**src/rtl/pth_sensor_compensation_core_macros.svh**
```systemverilog
// assertion macros for the sensor compensation core
// used by the top level only; expects signals named clock and reset in scope
`ifndef PTH_SENSOR_COMPENSATION_CORE_MACROS_SVH
`define PTH_SENSOR_COMPENSATION_CORE_MACROS_SVH

// same-cycle implication
`define PTH_ASSERT_IMP(name, pre, post) \
   name: assert property (@(posedge clock) disable iff (reset) (pre) |-> (post)) \
      else $error("check failed");

// next-cycle implication
`define PTH_ASSERT_NXT(name, pre, post) \
   name: assert property (@(posedge clock) disable iff (reset) (pre) |=> (post)) \
      else $error("check failed");

`endif

```
**src/rtl/pth_pkg.sv**
```systemverilog
// shared types, constants and fixed-point helpers of the sensor compensation core
// no dependencies
`timescale 1ns / 1ps

package pth_pkg;

   typedef struct packed {
      logic [19:0] raw_temperature;
      logic [19:0] raw_pressure;
      logic [15:0] raw_humidity;
      logic [2:0]  component_select;
   } req_type;

   typedef struct packed {
      logic signed [14:0] comp_temperature;
      logic [23:0]        comp_pressure;
      logic [16:0]        comp_humidity;
   } rsp_type;

   // request after the temperature stages
   typedef struct packed {
      req_type            req;
      logic signed [31:0] tfine;
      logic signed [14:0] temp;
   } tmp_type;

   // request after the humidity stages
   typedef struct packed {
      tmp_type     tmp;
      logic [16:0] hum;
   } hum_type;

   // decoded calibration coefficients
   typedef struct packed {
      logic [15:0]        t1;
      logic signed [15:0] t2;
      logic signed [15:0] t3;
      logic [15:0]        p1;
      logic signed [15:0] p2;
      logic signed [15:0] p3;
      logic signed [15:0] p4;
      logic signed [15:0] p5;
      logic signed [15:0] p6;
      logic signed [15:0] p7;
      logic signed [15:0] p8;
      logic signed [15:0] p9;
      logic [7:0]         h1;
      logic signed [15:0] h2;
      logic [7:0]         h3;
      logic signed [11:0] h4;
      logic signed [11:0] h5;
      logic signed [7:0]  h6;
   } coef_type;

   // register indexes
   localparam logic [2:0] REG_TEMP   = 3'd0;
   localparam logic [2:0] REG_PRESSA = 3'd1;
   localparam logic [2:0] REG_PRESSB = 3'd2;
   localparam logic [2:0] REG_PRESS9 = 3'd3;
   localparam logic [2:0] REG_HUM    = 3'd4;

   localparam logic signed [14:0] TEMP_MIN   = -15'sd4000;
   localparam logic signed [14:0] TEMP_MAX   = 15'sd8500;
   localparam logic [23:0]        PRESS_MIN  = 24'd3000000;
   localparam logic [23:0]        PRESS_MAX  = 24'd11000000;
   localparam logic [31:0]        HUM_RAWMAX = 32'd419430400;

   // truncating signed divide by 2**k, 32-bit
   function automatic logic signed [31:0] sdiv32(input logic signed [31:0] x,
                                                 input int unsigned k);
      logic [31:0] bias;
      bias = x[31] ? ((32'd1 << k) - 32'd1) : 32'd0;
      return (x + $signed(bias)) >>> k;
   endfunction

   // truncating signed divide by 2**k on a 64-bit two's complement pattern
   function automatic logic [63:0] sdiv64(input logic [63:0] x, input int unsigned k);
      logic [63:0]        bias;
      logic signed [63:0] s;
      bias = x[63] ? ((64'd1 << k) - 64'd1) : 64'd0;
      s = $signed(x + bias);
      return $unsigned(s >>> k);
   endfunction

endpackage

```
**src/rtl/pth_temp.sv**
```systemverilog
// temperature stages: fine temperature and clamped 0.01 degC value
// uses pth_pkg types and divide helpers
`timescale 1ns / 1ps

module pth_temp (
   input  logic              clock,
   input  logic              reset,
   input  logic              en,
   input  logic              in_valid,
   input  pth_pkg::req_type  in_req,
   input  pth_pkg::coef_type coef,
   output logic              out_valid,
   output pth_pkg::tmp_type  out_tmp
);

   localparam int unsigned LAT = 4;

   logic [LAT-1:0]   v_ff;
   pth_pkg::req_type rq_ff [LAT];

   logic signed [31:0] m1_in, m1_ff, m2_in, m2_ff;
   logic signed [31:0] v1_in, v1_ff, m3_in, m3_ff;
   logic signed [31:0] tf_in, tf_ff, tfo_ff;
   logic signed [14:0] ct_in, ct_ff;

   always_comb begin
      logic signed [31:0] va, vb, x, t;
      va = $signed({15'd0, in_req.raw_temperature[19:3]})
         - $signed({15'd0, coef.t1, 1'b0});
      vb = $signed({16'd0, in_req.raw_temperature[19:4]}) - $signed({16'd0, coef.t1});
      m1_in = va * 32'(coef.t2);
      m2_in = vb * vb;
      v1_in = pth_pkg::sdiv32(m1_ff, 11);
      m3_in = pth_pkg::sdiv32(m2_ff, 12) * 32'(coef.t3);
      tf_in = v1_ff + pth_pkg::sdiv32(m3_ff, 14);
      x = (tf_ff <<< 2) + tf_ff + 32'sd128;
      t = pth_pkg::sdiv32(x, 8);
      if (t < 32'(pth_pkg::TEMP_MIN)) begin
         ct_in = pth_pkg::TEMP_MIN;
      end else if (t > 32'(pth_pkg::TEMP_MAX)) begin
         ct_in = pth_pkg::TEMP_MAX;
      end else begin
         ct_in = t[14:0];
      end
   end

   always_ff @(posedge clock) begin
      if (reset) begin
         v_ff <= '0;
      end else if (en) begin
         v_ff <= {v_ff[LAT-2:0], in_valid};
      end
   end

   always_ff @(posedge clock) begin
      if (en) begin
         rq_ff[0] <= in_req;
         for (int k = 1; k < LAT; k++) begin
            rq_ff[k] <= rq_ff[k-1];
         end
         m1_ff  <= m1_in;
         m2_ff  <= m2_in;
         v1_ff  <= v1_in;
         m3_ff  <= m3_in;
         tf_ff  <= tf_in;
         tfo_ff <= tf_ff;
         ct_ff  <= ct_in;
      end
   end

   assign out_valid = v_ff[LAT-1];

   always_comb begin
      out_tmp.req   = rq_ff[LAT-1];
      out_tmp.tfine = tfo_ff;
      out_tmp.temp  = ct_ff;
   end

endmodule

```
**config.mk**
```make
export PLATFORM = sky130hd
export DESIGN_NAME = pth_temp
export DESIGN_NICKNAME = d
export VERILOG_FILES = /design/src/rtl/pth_sensor_compensation_core_macros.svh /design/src/rtl/pth_pkg.sv /design/src/rtl/pth_temp.sv
export SDC_FILE = /design/constraint.sdc
export NUM_CORES = 2
export LEC_CHECK = 0
export BUFFER_PORTS_ARGS = -buffer_cell sky130_fd_sc_hd__buf_2
export CORE_ASPECT_RATIO = 0.9
export CORE_MARGIN = 4
export CORE_UTILIZATION = 50
export DETAILED_ROUTE_END_ITERATION = 12
export GPL_TIMING_DRIVEN = 0
export PLACE_DENSITY_LB_ADDON = 0.3
export SKIP_CTS_REPAIR_TIMING = 1
export SLEW_MARGIN = 10
export SYNTH_ARGS = -nofsm -noshare
export SYNTH_HDL_FRONTEND = slang
export SYNTH_SLANG_ARGS = --single-unit
```
**constraint.sdc**
```tcl
create_clock -name clock -period 11.9 [get_ports clock]
set_input_delay 0.595 -clock clock [delete_from_list [all_inputs] [get_ports clock]]
set_output_delay 0.595 -clock clock [all_outputs]
set_load 0.01 [all_outputs]
```
# == Yosys cells after proc, flatten, opt, wreduce, memory -nomap -nowiden ==
# Memory sizes are Yosys's and may differ from the RTL's.
# Cells that the tools add are included.
# classes
n_addsub,9
n_mul,3
n_mux,7
order_cmp,2
n_reduce_logical,1
# ops
operator,count
adder 32 x 12 -> 32 bit,1
adder 32 x 13 -> 32 bit,1
adder 32 x 15 -> 32 bit,1
adder 32 bit,1
adder 32 x 9 -> 32 bit,1
"adder 32 x 9 -> 32 bit, second input constant",1
multiplier 17 x 17 -> 32 bit,1
multiplier 18 x 16 -> 32 bit,1
multiplier 20 x 16 -> 32 bit,1
"greater-than comparator 24 x 15 -> 1 bit, second input constant",1
"< comparator 24 x 13 -> 1 bit, second input constant",1
adder 21 x 18 -> 22 bit,1
subtractor 17 x 17 -> 18 bit,1
subtractor 16 x 16 -> 17 bit,1
2-to-1 mux 15 bit,1
2-to-1 mux 14 bit,1
2-to-1 mux 12 bit,1
2-to-1 mux 11 bit,1
2-to-1 mux 8 bit,1
2-to-1 mux 1 bit,2
OR reduction 2 bit,1
# totals
ram_bits,236
mem_count,1
regBits,200
# mem_list
name,depth,word_bits,read_ports,rd_ports_with_merged_regs,wr,line,text
rq_ff,4,59,4,0,4,pth_temp.sv:19,pth_pkg::req_type rq_ff [LAT];

# == Logic depth before layout (Yosys ltp) ==
# depth
word_depth,6
mapped_depth,39
depth_no_buf,38

# == Worst setup path before layout ==
# Ideal clock, no wire load.
# synth_timing
kind,input port to flip-flop
startpoint,input in_req[43] in the netlist's numbering
endpoint,"register m2_ff[30], data pin"
path_stages,38
arrival_ns,8.469
setup_time_ns,0.262
n_path_buf,1
required_ns,11.638
setup_slack_ns,3.169
path_cell_list,inv_1 > ha_1 > fa_1 > nor2b_1 > o21ai_0 > nand2_1 > and2_1 > o41ai_1 > o2111a_1 > o311ai_0 > xnor2_1 > inv_1 > clkbuf_1 > nand2_1 > fa_1 > inv_1 > fa_1 > inv_1 > [... 2 more ...] > fa_1 > fa_1 > inv_1 > fa_1 > inv_1 > ha_1 > inv_1 > o21ai_0 > a21oi_1 > o31a_1 > a21oi_1 > o21ai_0 > a21oi_1 > a41o_1 > o41ai_1 > o21ba_2 > o21bai_1 > xor2_1
# synth_between
elab_chain_cells,2
# synth_rtl
element,line,text
start: declaration,pth_temp.sv:10,"input pth_pkg::req_type in_req,"
subtractor 16 x 16 -> 17 bit,pth_temp.sv:30,"vb = $signed({16'd0, in_req.raw_temperature[19:4]}) - $signed({16'd0, coef.t1});"
multiplier 17 x 17 -> 32 bit,pth_temp.sv:32,m2_in = vb * vb;
via m2_in[30],pth_temp.sv:21,"logic signed [31:0] m1_in, m1_ff, m2_in, m2_ff;"
end signal: assignment,pth_temp.sv:62,m2_ff <= m2_in;
end: declaration,pth_temp.sv:21,
# The timed path passes the listed nets, and every way through them passes these cells.
# A chain may end at the register's enable or synchronous reset.

# == Worst setup path after layout ==
# layout_timing
startpoint,input in_req[43] in the netlist's numbering
endpoint,"register m2_ff[31], data pin"
# Same word-level chain as after synthesis.

==> impl_metrics.csv <==
group,metric,value,unit
setup_path,end_kind,"flip-flop",
setup_path,highest_cell_delay_on_the_worst_timing_path,0.71,ns
timing,timing_worst_slew_pin_value,1.293,ns
routing,wirelength,111500,um
floorplanning,die_y_extent,302.5,um
logic_synthesis,synthesis.nets,6078,
floorplanning,die_w,335.3,um
global_routing,grt_start_max_net_pins,123,
routing,drc,0,
logic_synthesis,ys.flop_type,"edfxtp_1",
clock_network,clock_tree.root_cell,"clkbuf_16",
logic_synthesis,yosys_warnings,0,
floorplanning,die_area,0.1014,mm^2
setup_path,worst-path-max-fanout,10,
timing,setup_tns,0,ns
layout,layout-drive-gt1-share,6.679,%
clock_network,tritoncts,"yes",
timing,final-max-slew-violation-count,0,
floorplanning,initial_core_util,50.63,%
routing,vias,31780,
timing,finClkSkew,0.01857,ns
placement,port-buffer-count,199,
global_routing,grt_first_pass_wirelength,181000,um
run_status,status,"completed",
routing,drt-initial-drc-count,2092,
timing,highest_clock_frequency_the_design_can_meet,94.54,MHz
clock_network,clock_latency,0.59,ns
timing,rsz0062_at_grt,"no",
layout,final_net_count,6326,
setup_path,path_class,"input port to flip-flop",
layout,num-fill-cells,8266,
global_routing,gr-usage-all-layers,22.99,%
global_routing,antenna_found_initial,18,
placement,place.detailed.hpwl,91750,um
logic_synthesis,synth_enable_flop_cells,411,
global_routing,gr-total-overflow,0,
routing,firstDrtPassIters,5,
clock_network,clock_tree.buffer_depth,3,
layout,final_common_cell,"inv_1",
placement,placed_cell_area,0.05090,mm^2
logic_synthesis,synthesized_instance_count,4571,
floorplanning,fp-row-count,107,
layout,final_cell_mix,"1018 x inv_1, 821 x fa_1, 516 x nand2_1",
placement,dpl.cell_count,6028,
logic_synthesis,yosys_register_bits,415,
layout,layoutNonFillerInstCount,6107,
timing,finalHoldViolations,0,
clock_network,clock-sinks,415,
clock_network,cts_buffers,42,
logic_synthesis,syn_area_per_cell,10.54,um^2
clock_network,htree_levels,2,
timing,fin_crit_sh,88.89,%
floorplanning,design.core.area,0.09519,mm^2
timing,worst_hold_slack,0.1867,ns
logic_synthesis,synthDistinctLibCells,88,
global_routing,first_global_vias,33680,
layout,area_growth_syn_to_layout,8.518,%
timing,fin_crit_period,10.58,ns
setup_path,timing.critical_path.slowest_stage_cell,"clkbuf_1",
routing,detail_route.vias_per_cell,5.204,
logic_synthesis,post_synth_instance_area,0.04819,mm^2
logic_synthesis,async_reset_ff_share,0,%
routing,postRouteAntennaNets,0,
timing,setup_violations,0,
setup_path,critPathArrivalTime,10.89,ns
hold_path,timing.hold.worst.class,"input port to flip-flop",
timing,slew-limit-headroom,13.16,%
placement,gpl.final_weighted_congestion,0.9616,
setup_path,worst-endpoint-required,12.21,ns
routing,detail_route.wl_per_cell,18.25,um
clock_network,clock_pin_slew_worst_setup_and_hold_paths,0.06,ns
floorplanning,boundaryPins,426,
setup_path,critPathLaunchType,"input port",
run,drv_cap,0,
layout,final_cell_area,0.05230,mm^2
logic_synthesis,synth_sequential_area_ratio,25.77,%
[critical path, delay by kind of cell]
kind                     cells  cell delay [ns]
AO/OA/AOI/OAI               12             2.92
buffers and inverters        9             1.61
adder cells (fa/ha/maj)      9             3.91
AND/OR/NAND/NOR              6             1.18
XOR/XNOR                     2             0.68
[cell usage after synthesis, drive strengths merged, types with 25 or more instances]
cell type	count	area [um^2]
nand2	516	1937
fa	821	16440
clkbuf	111	416.7
xor2	63	551.8
a21o	44	330.3
nor2	213	799.5
edfxtp	411	12340
nor2b	39	244.0
a21oi	99	495.5
ha	367	4592
o21a	33	247.7
nor3	33	175.2
and2	223	1395
nand3	45	225.2
xnor2	176	1549
and3	28	175.2
buf	25	143.9
inv	1020	3829
o21ai	69	356.6
[worst paths after layout]
kind,from,end,slack [ns],cells after the start
min reg2reg,rq_ff[1][13]$_DFFE_PP_,rq_ff[2][13]$_DFFE_PP_,0.41,0
max,in_req[43],m2_ff[31]$_DFFE_PP_,1.32,38
min,in_req[37],rq_ff[0][37]$_DFFE_PP_,0.19,1
max reg2reg,m2_ff[31]$_DFFE_PP_,m3_ff[31]$_DFFE_PP_,1.69,35
[layer usage]
metal	GRT usage (%)	part of all wire [%]
met3	6.891	9.4
met1	30.86	42
met2	36.63	46
met5	0	0.12
met4	6.431	3.0
[registers in the layout, indices dropped and copies added, names as in the netlist]
signal,count
m3_ff,32
m1_ff,32
ct_ff,15
m2_ff,31
tfo_ff,22
v1_ff,21
v_ff,4
rq_ff,236
tf_ff,22
[area by class of cell]
cell class              count  area (um^2)  share of cell area, %
well taps                1253         1568                  2.998
clock inverters            30        284.0                 0.5431
repair buffers            204         1111                  2.124
inverters                1026         3851                  7.364
plain buffers             136        560.5                  1.072
flip-flops and latches    415        12420                  23.75
clock buffers              46         1087                  2.079
multi-input cells        2994        31410                  60.06
diodes                      3        7.507                0.01435
[through the flow]
step / worst slack [ns] / util [%]
detailed placement: 0.7633 / 53.48
global route: 0.5729 / 54.94
CTS: 1.384 / 54.92
finish: 1.322 / 54.94
global placement: 0.7319 / 53.32
floorplan: 3.169 / -
[logic make-up (layout without fill, tap and decap cells)]
logic type / count (synthesis) / after routing / share of synthesized area [%]
AOI/OAI and AO/OA: 377 / 377 / 5.273
buffers and inverters: 1162 / 1442 / 9.154
adders and majority gates: 1188 / 1188 / 43.63
xor gates and xnor gates: 240 / 240 / 4.406
muxes: 8 / 8 / 0.1688
and+or+nand+nor: 1181 / 1181 / 11.59
other: 0 / 3 / 0
DFF: 415 / 415 / 25.77
Power is left out: the tool's default activity adds up to more than one toggle a clock period on the data nets, which glitch-free logic cannot reach.
